$ cat config.mk
export PLATFORM = sky130hd
export DESIGN_NAME = dle_stuffing_bcc_framer
export DESIGN_NICKNAME = d
export VERILOG_FILES = /design/src/rtl/dsbf_pkg.sv /design/src/rtl/dsbf_front.sv /design/src/rtl/dsbf_queue.sv /design/src/rtl/dsbf_back.sv /design/src/rtl/dle_stuffing_bcc_framer.sv
export SDC_FILE = /design/constraint.sdc
export NUM_CORES = 1
export LEC_CHECK = 0
export BUFFER_PORTS_ARGS = -buffer_cell sky130_fd_sc_hd__buf_2
export CORE_MARGIN = 2
export CORE_UTILIZATION = 49
export DETAILED_ROUTE_END_ITERATION = 8
export PLACE_DENSITY = 0.79
export SYNTH_ARGS = -nofsm -noshare
export SYNTH_HDL_FRONTEND = slang
export SYNTH_SLANG_ARGS = --single-unit
$ cat constraint.sdc
create_clock -name clock -period 7 [get_ports clock]
set_clock_uncertainty 0.05 [all_clocks]
set_input_delay 0.7 -clock clock [delete_from_list [all_inputs] [get_ports clock]]
set_output_delay 0.7 -clock clock [all_outputs]
set_load 0.03 [all_outputs]
$ cat src/rtl/dsbf_pkg.sv
package dsbf_pkg;

   // line control characters
   localparam logic [7:0] DLE_CHAR = 8'h10;
   localparam logic [7:0] STX_CHAR = 8'h02;
   localparam logic [7:0] ETX_CHAR = 8'h03;

   // input item
   typedef struct packed {
      logic [7:0] data_byte;
      logic       end_of_frame;
   } req_type;

   // result item
   typedef struct packed {
      logic [7:0] out_byte;
      logic       out_last;
   } rsp_type;

   // classified item handed from front to back
   typedef struct packed {
      logic [7:0] data;
      logic       hdr;
      logic       esc;
      logic       eof;
      logic [7:0] bcc;
   } desc_type;

   // one line byte slot of an item
   typedef enum logic [2:0] {
      ST_HDR_DLE,
      ST_HDR_STX,
      ST_ESC,
      ST_DATA,
      ST_TRL_DLE,
      ST_TRL_ETX,
      ST_TRL_BCC
   } step_type;

   function automatic step_type first_step(input desc_type d);
      step_type s;
      if (d.hdr) begin
         s = ST_HDR_DLE;
      end else if (d.esc) begin
         s = ST_ESC;
      end else begin
         s = ST_DATA;
      end
      return s;
   endfunction

   function automatic step_type next_step(input step_type s, input desc_type d);
      step_type n;
      unique case (s)
         ST_HDR_DLE: n = ST_HDR_STX;
         ST_HDR_STX: n = d.esc ? ST_ESC : ST_DATA;
         ST_ESC:     n = ST_DATA;
         ST_DATA:    n = ST_TRL_DLE;
         ST_TRL_DLE: n = ST_TRL_ETX;
         ST_TRL_ETX: n = ST_TRL_BCC;
         default:    n = ST_DATA;
      endcase
      return n;
   endfunction

   function automatic logic [7:0] step_byte(input step_type s, input desc_type d);
      logic [7:0] b;
      unique case (s)
         ST_HDR_DLE: b = DLE_CHAR;
         ST_HDR_STX: b = STX_CHAR;
         ST_ESC:     b = DLE_CHAR;
         ST_DATA:    b = d.data;
         ST_TRL_DLE: b = DLE_CHAR;
         ST_TRL_ETX: b = ETX_CHAR;
         ST_TRL_BCC: b = d.bcc;
         default:    b = d.data;
      endcase
      return b;
   endfunction

   function automatic logic step_last(input step_type s, input desc_type d);
      return (s == ST_TRL_BCC) || ((s == ST_DATA) && !d.eof);
   endfunction

endpackage

$ cat src/rtl/dsbf_front.sv
module dsbf_front
   import dsbf_pkg::*;
(
   input  logic     clock,
   input  logic     reset,
   input  logic     req_valid,
   output logic     req_ready,
   input  req_type  req_data,
   input  logic     q_full,
   output logic     q_push,
   output desc_type q_desc
);

   logic       inside_frame_ff, inside_frame_in;
   logic [7:0] check_accum_ff, check_accum_in;
   logic [7:0] sum;

   // classify the item and update the frame state
   always_comb begin
      req_ready = !q_full;
      q_push    = req_valid && !q_full;
      sum       = (inside_frame_ff ? check_accum_ff : 8'h00) ^ req_data.data_byte;

      q_desc.data = req_data.data_byte;
      q_desc.hdr  = !inside_frame_ff;
      q_desc.esc  = (req_data.data_byte == DLE_CHAR);
      q_desc.eof  = req_data.end_of_frame;
      q_desc.bcc  = sum ^ ETX_CHAR;

      inside_frame_in = inside_frame_ff;
      check_accum_in  = check_accum_ff;
      if (q_push) begin
         inside_frame_in = !req_data.end_of_frame;
         check_accum_in  = req_data.end_of_frame ? 8'h00 : sum;
      end
   end

   // frame state
   always_ff @(posedge clock) begin
      if (reset) begin
         inside_frame_ff <= 1'b0;
         check_accum_ff  <= 8'h00;
      end else begin
         inside_frame_ff <= inside_frame_in;
         check_accum_ff  <= check_accum_in;
      end
   end

   // end of frame closes the frame and clears the check
   a_eof_closes: assert property (@(posedge clock) disable iff (reset)
      (q_push && req_data.end_of_frame) |=> (!inside_frame_ff && check_accum_ff == 8'h00))
      else $error("frame state not cleared after end of frame");

   // a body item keeps the frame open
   a_body_opens: assert property (@(posedge clock) disable iff (reset)
      (q_push && !req_data.end_of_frame) |=> inside_frame_ff)
      else $error("frame not open after body item");

endmodule

$ cat src/rtl/dsbf_queue.sv
module dsbf_queue
   import dsbf_pkg::*;
#(
   parameter int DEPTH = 2
) (
   input  logic     clock,
   input  logic     reset,
   input  logic     push,
   input  desc_type push_desc,
   input  logic     pop,
   output desc_type head,
   output logic     empty,
   output logic     full
);

   localparam int PTR_W = $clog2(DEPTH);
   localparam int CNT_W = $clog2(DEPTH + 1);

   desc_type             entry_ff [DEPTH];
   logic [PTR_W-1:0]     wr_ptr_ff, wr_ptr_in;
   logic [PTR_W-1:0]     rd_ptr_ff, rd_ptr_in;
   logic [CNT_W-1:0]     count_ff,  count_in;

   // pointer and count update
   always_comb begin
      empty     = (count_ff == CNT_W'(0));
      full      = (count_ff == CNT_W'(DEPTH));
      head      = entry_ff[rd_ptr_ff];
      wr_ptr_in = wr_ptr_ff;
      rd_ptr_in = rd_ptr_ff;
      count_in  = count_ff;
      if (push) begin
         wr_ptr_in = (wr_ptr_ff == PTR_W'(DEPTH - 1)) ? '0 : wr_ptr_ff + PTR_W'(1);
      end
      if (pop) begin
         rd_ptr_in = (rd_ptr_ff == PTR_W'(DEPTH - 1)) ? '0 : rd_ptr_ff + PTR_W'(1);
      end
      if (push && !pop) begin
         count_in = count_ff + CNT_W'(1);
      end else if (pop && !push) begin
         count_in = count_ff - CNT_W'(1);
      end
   end

   always_ff @(posedge clock) begin
      if (reset) begin
         wr_ptr_ff <= '0;
         rd_ptr_ff <= '0;
         count_ff  <= '0;
      end else begin
         wr_ptr_ff <= wr_ptr_in;
         rd_ptr_ff <= rd_ptr_in;
         count_ff  <= count_in;
      end
   end

   // entry storage
   always_ff @(posedge clock) begin
      if (push) begin
         entry_ff[wr_ptr_ff] <= push_desc;
      end
   end

   a_no_overflow: assert property (@(posedge clock) disable iff (reset)
      push |-> (!full || pop))
      else $error("queue push while full");

   a_no_underflow: assert property (@(posedge clock) disable iff (reset)
      pop |-> !empty)
      else $error("queue pop while empty");

endmodule

$ cat src/rtl/dsbf_back.sv
module dsbf_back
   import dsbf_pkg::*;
(
   input  logic     clock,
   input  logic     reset,
   input  desc_type head,
   input  logic     q_empty,
   output logic     q_pop,
   output logic     rsp_valid,
   input  logic     rsp_ready,
   output rsp_type  rsp_data
);

   logic     active_ff, active_in;
   step_type step_ff, step_in;
   logic     rsp_valid_ff, rsp_valid_in;
   rsp_type  rsp_data_ff, rsp_data_in;
   step_type cur;
   logic     last;
   logic     load;

   // pick the next line byte of the head item
   always_comb begin
      cur          = active_ff ? step_ff : first_step(head);
      last         = step_last(cur, head);
      load         = !q_empty && (!rsp_valid_ff || rsp_ready);
      q_pop        = load && last;
      active_in    = active_ff;
      step_in      = step_ff;
      rsp_valid_in = rsp_valid_ff && !rsp_ready;
      rsp_data_in  = rsp_data_ff;
      if (load) begin
         rsp_valid_in         = 1'b1;
         rsp_data_in.out_byte = step_byte(cur, head);
         rsp_data_in.out_last = last;
         active_in            = !last;
         step_in              = next_step(cur, head);
      end
   end

   // sequencer control
   always_ff @(posedge clock) begin
      if (reset) begin
         active_ff    <= 1'b0;
         step_ff      <= ST_DATA;
         rsp_valid_ff <= 1'b0;
      end else begin
         active_ff    <= active_in;
         step_ff      <= step_in;
         rsp_valid_ff <= rsp_valid_in;
      end
   end

   // output byte register
   always_ff @(posedge clock) begin
      rsp_data_ff <= rsp_data_in;
   end

   assign rsp_valid = rsp_valid_ff;
   assign rsp_data  = rsp_data_ff;

   // mid-item the head must still be queued
   a_active_head: assert property (@(posedge clock) disable iff (reset)
      active_ff |-> !q_empty)
      else $error("sequencer active with empty queue");

   // escape byte is always followed by the payload byte
   a_esc_then_data: assert property (@(posedge clock) disable iff (reset)
      (load && cur == ST_ESC) |=> (active_ff && step_ff == ST_DATA))
      else $error("escape not followed by data");

endmodule

$ cat src/rtl/dle_stuffing_bcc_framer.sv
// DLE/STX/ETX byte-stuffing framer with XOR block check. Each input item is one
// payload byte plus an end-of-frame flag; the block sends DLE STX before the first
// byte of a frame, doubles payload DLE bytes, and after the last byte sends DLE ETX
// and the check byte (XOR of the payload bytes, XOR ETX). out_last marks the final
// line byte caused by each item. Items are taken one per cycle while the queue
// (QUEUE_DEPTH entries, at least 2) has room; the output side sends one line byte
// per cycle from a single output register unless rsp_ready or an empty queue stalls
// it, so an item costs 1 line byte for a plain body byte, 2 for an escaped DLE, and
// up to 7 for a one-byte frame with an escaped DLE. The output limits the rate.
module dle_stuffing_bcc_framer
   import dsbf_pkg::*;
#(
   parameter int QUEUE_DEPTH = 2
) (
   input  logic    clock,
   input  logic    reset,
   input  logic    req_valid,
   output logic    req_ready,
   input  req_type req_data,
   output logic    rsp_valid,
   input  logic    rsp_ready,
   output rsp_type rsp_data
);

   desc_type push_desc;
   desc_type head;
   logic     push;
   logic     pop;
   logic     q_empty;
   logic     q_full;

   // accept and classify
   dsbf_front u_front (
      .clock     (clock),
      .reset     (reset),
      .req_valid (req_valid),
      .req_ready (req_ready),
      .req_data  (req_data),
      .q_full    (q_full),
      .q_push    (push),
      .q_desc    (push_desc)
   );

   // decoupling queue
   dsbf_queue #(
      .DEPTH (QUEUE_DEPTH)
   ) u_queue (
      .clock     (clock),
      .reset     (reset),
      .push      (push),
      .push_desc (push_desc),
      .pop       (pop),
      .head      (head),
      .empty     (q_empty),
      .full      (q_full)
   );

   // line byte sequencer
   dsbf_back u_back (
      .clock     (clock),
      .reset     (reset),
      .head      (head),
      .q_empty   (q_empty),
      .q_pop     (pop),
      .rsp_valid (rsp_valid),
      .rsp_ready (rsp_ready),
      .rsp_data  (rsp_data)
   );

endmodule
==> results.md <==
* Hold buffer count at CTS at 0
* Worst-Margin Slew at around 1200 ps
* Sequential-to-total area share from yosys stat at 0.649
* Hold Path Class: reg -> reg
* Die ar. at 0.00625 mm²
* Postcts setup bufs at 0
* Vias in the first global route at roughly 1600
* Final Critical Period at about 3300 ps
* Worst Setup Start Kind: flip-flop
* FMAX at ~300 MHz
* Final net count at 254
* Setup ws final at ~3700 ps
* DRT antenna net count at 0
* Drt drc at 0
* Initial antenna violation count at 0
* H-Tree Depth at 3
* Commonest non-fill, non-tap cell in the layout: edfxtp_1
* CP required at 7210 ps
* Yosys top cell by area: edfxtp_1
* Crit. End Element: flip-flop
* DP Worst Slack at about 3800 ps
* Critical path fanouts, max at 25
* Period utilisation layout at 0.471
* Die height at 79.1 µm
* Reg-to-Reg End: u_queue.count_ff[1]
* Share of cells above drive strength 1 at 0.188
* Crit path DAT at 3500 ps
* Synth unique cells at 43
* PD cells at between 300 and 400 mW/mm²
* Fill cell count at between 400 and 500
* Hold path depth at 2
* Syn Area/Cell at 12.9 µm²
* Core Area at 0.00547 mm²
* Flop-to-flop setup slack at between 3000 and 4000 ps
* DRT iter0 DRCs at between 200 and 250
* GPL Wtd Cong at 0.831
* Cts bufs inserted at 9
* Setup tns final at 0 ps
* Starting Density at 0.505
* Share of the synthesized area in the top cell type at 0.511
* Mapped cell area at 0.00276 mm²
* Row count at 27
* Synth area leaders: edfxtp_1, dfxtp_1, mux2i_1
* TritonCTS clock tree: yes
* Root Driver: clkbuf_8
* Synth Instances at between 200 and 250
* IO Port Bufs at 23
* Crit path capture: u_queue.count_ff[1]
* Die width at 79.1 µm
* Clock transition at path regs at 70 ps
* VDD IR max at 0.000181 V
* Max Cap Viol at 0
* Worst-case clock buffer depth at 2
* Gr ovfl total at 0
* Detail Placement HPWL at 3100 µm
* Synth async-reset ratio at 0
* EDFF count, synth at 47
* Hold Slack at between 400 and 500 ps
* Yosys warns at 0
* Diodes inserted at 0
* Fin util at 0.585
* Drt wl/cell at approximately 15 µm
* Ys flop type: edfxtp_1
* # resized after CTS at 0
* Area Growth Syn to Fin at 15.9%
* DR vias/cell at 5.40
* GRT Overall Usage at 0.169
* Final-report hold violation count at 0
* First-pass GRT wire length at ~7800 µm
* Worst-Skew Late Latency at 340 ps
* Vias at 1713
* RSZ-0062 raised after global routing: no
* Initial DRT Pass Iterations at 4
* Final Max Tran Viols at 0
* Synthesized Nets at 228
* Clk sinks at 66
* Lkg Pwr at 1.13 nW
* Drt total wl at 4720 µm
* Register bit count reported by yosys at 66
* Top Ports at 24
* # setup viols final at 0
* Status: complete, no violations
* Most frequent cells in the layout: edfxtp_1, buf_2, nor2_1, dfxtp_1, mux2i_1
* Pin count of the biggest net entering global routing at 26
* Crit Path Category: reg -> reg
* Slew HR at 0.214
* Reg2Reg Depth at 7
per-layer routing:
layer	routed length, µm	global-route usage	vias up	part of all wire
met2	2210	0.260	47	0.47
met3	226	0.0409	12	0.048
met1	2170	0.218	817	0.46
met5	0	0	-	0
li1	-	-	837	-
met4	110	0.100	0	0.023
logic make-up after synthesis:
| family | synth area share |
|---|---|
| compound gates | 0.0915 |
| simple gates | 0.116 |
| flops | 0.649 |
| xor+xnor | 0.0349 |
| mux | 0.0779 |
| fa+ha+maj | 0.00453 |
| buf+inv | 0.0263 |
state kept, by name, summed over array words and instances, names as in the netlist, named ones only:
name / count
u_back.step_ff: 3
u_front.check_accum_ff: 8
u_back.active_ff: 1
u_queue.rd_ptr_ff: 1
u_queue.count_ff: 2
u_back.rsp_valid: 1
u_queue.entry_ff: 38
u_back.rsp_data: 9
u_queue.wr_ptr_ff: 1
u_front.inside_frame_ff: 1
cells in the mapped netlist, types with 2 or more instances:
library cell,instances
nand3_1,4
a22oi_1,6
a211oi_1,3
nor3_1,3
and3b_1,2
nand2b_1,2
o21ai_0,4
nor2b_1,8
mux2_2,2
a31oi_1,2
clkbuf_1,6
buf_1,2
o22ai_1,6
dfxtp_1,19
nor2_1,19
xnor2_1,7
and3_1,2
inv_1,7
or3_1,2
nand2_1,12
o31a_1,2
mux2_1,2
edfxtp_1,47
mux2i_1,17
a21oi_1,6
xor2_1,4
o21bai_1,2
critical path, stage by stage (launching register included):
cell and delay (ps):
dfxtp_1 1110, or4b_1 570, a21bo_1 240, a211oi_4 320, inv_1 80, ha_1 320, or3_1 370, a21oi_1 170
worst min-delay path by stage:
stage / startpoint / to / slack (ps)
after floorplan: u_queue.count_ff[1] / u_queue.count_ff[1] / 420
after global placement: u_front.check_accum_ff[6] / u_front.check_accum_ff[6] / 440
after detailed placement: u_front.check_accum_ff[7] / u_front.check_accum_ff[7] / 450
after CTS: u_front.check_accum_ff[7] / u_front.check_accum_ff[7] / 470
after global routing: u_front.check_accum_ff[7] / u_front.check_accum_ff[7] / 520
final: u_front.check_accum_ff[7] / u_front.check_accum_ff[7] / 460
stage by stage:
| stage | instances | power (W) | cell area, µm² |
|---|---|---|---|
| after detailed placement | 301 | 0.000833 | 2940 |
| after floorplan | 214 | 0.000761 | 2760 |
| after CTS | 317 | 0.00125 | 3200 |
| after global routing | 317 | 0.00130 | 3200 |
| final | 317 | 0.00124 | 3200 |
| after global placement | 301 | 0.000827 | 2940 |
power by group:
part / switching [W] / internal, W / total [W]
Combinational: 0.000178 / 0.0000950 / 0.000273
Sequential: 0.0000455 / 0.000508 / 0.000553
Clock: 0.000144 / 0.000272 / 0.000416
Total: 0.000367 / 0.000875 / 0.00124
layout make-up:
class                      instances  area, µm²  share of cell area
clock buffer                       9        124              0.0387
clock inverter                     7        141              0.0442
inverter                           7       26.3             0.00821
multi-input combinational        131        897               0.280
sequential                        66       1790               0.560
tap                               72       90.1              0.0281
timing repair buffer              25        130              0.0407
Note: power is estimated with default switching activity, not from simulation.
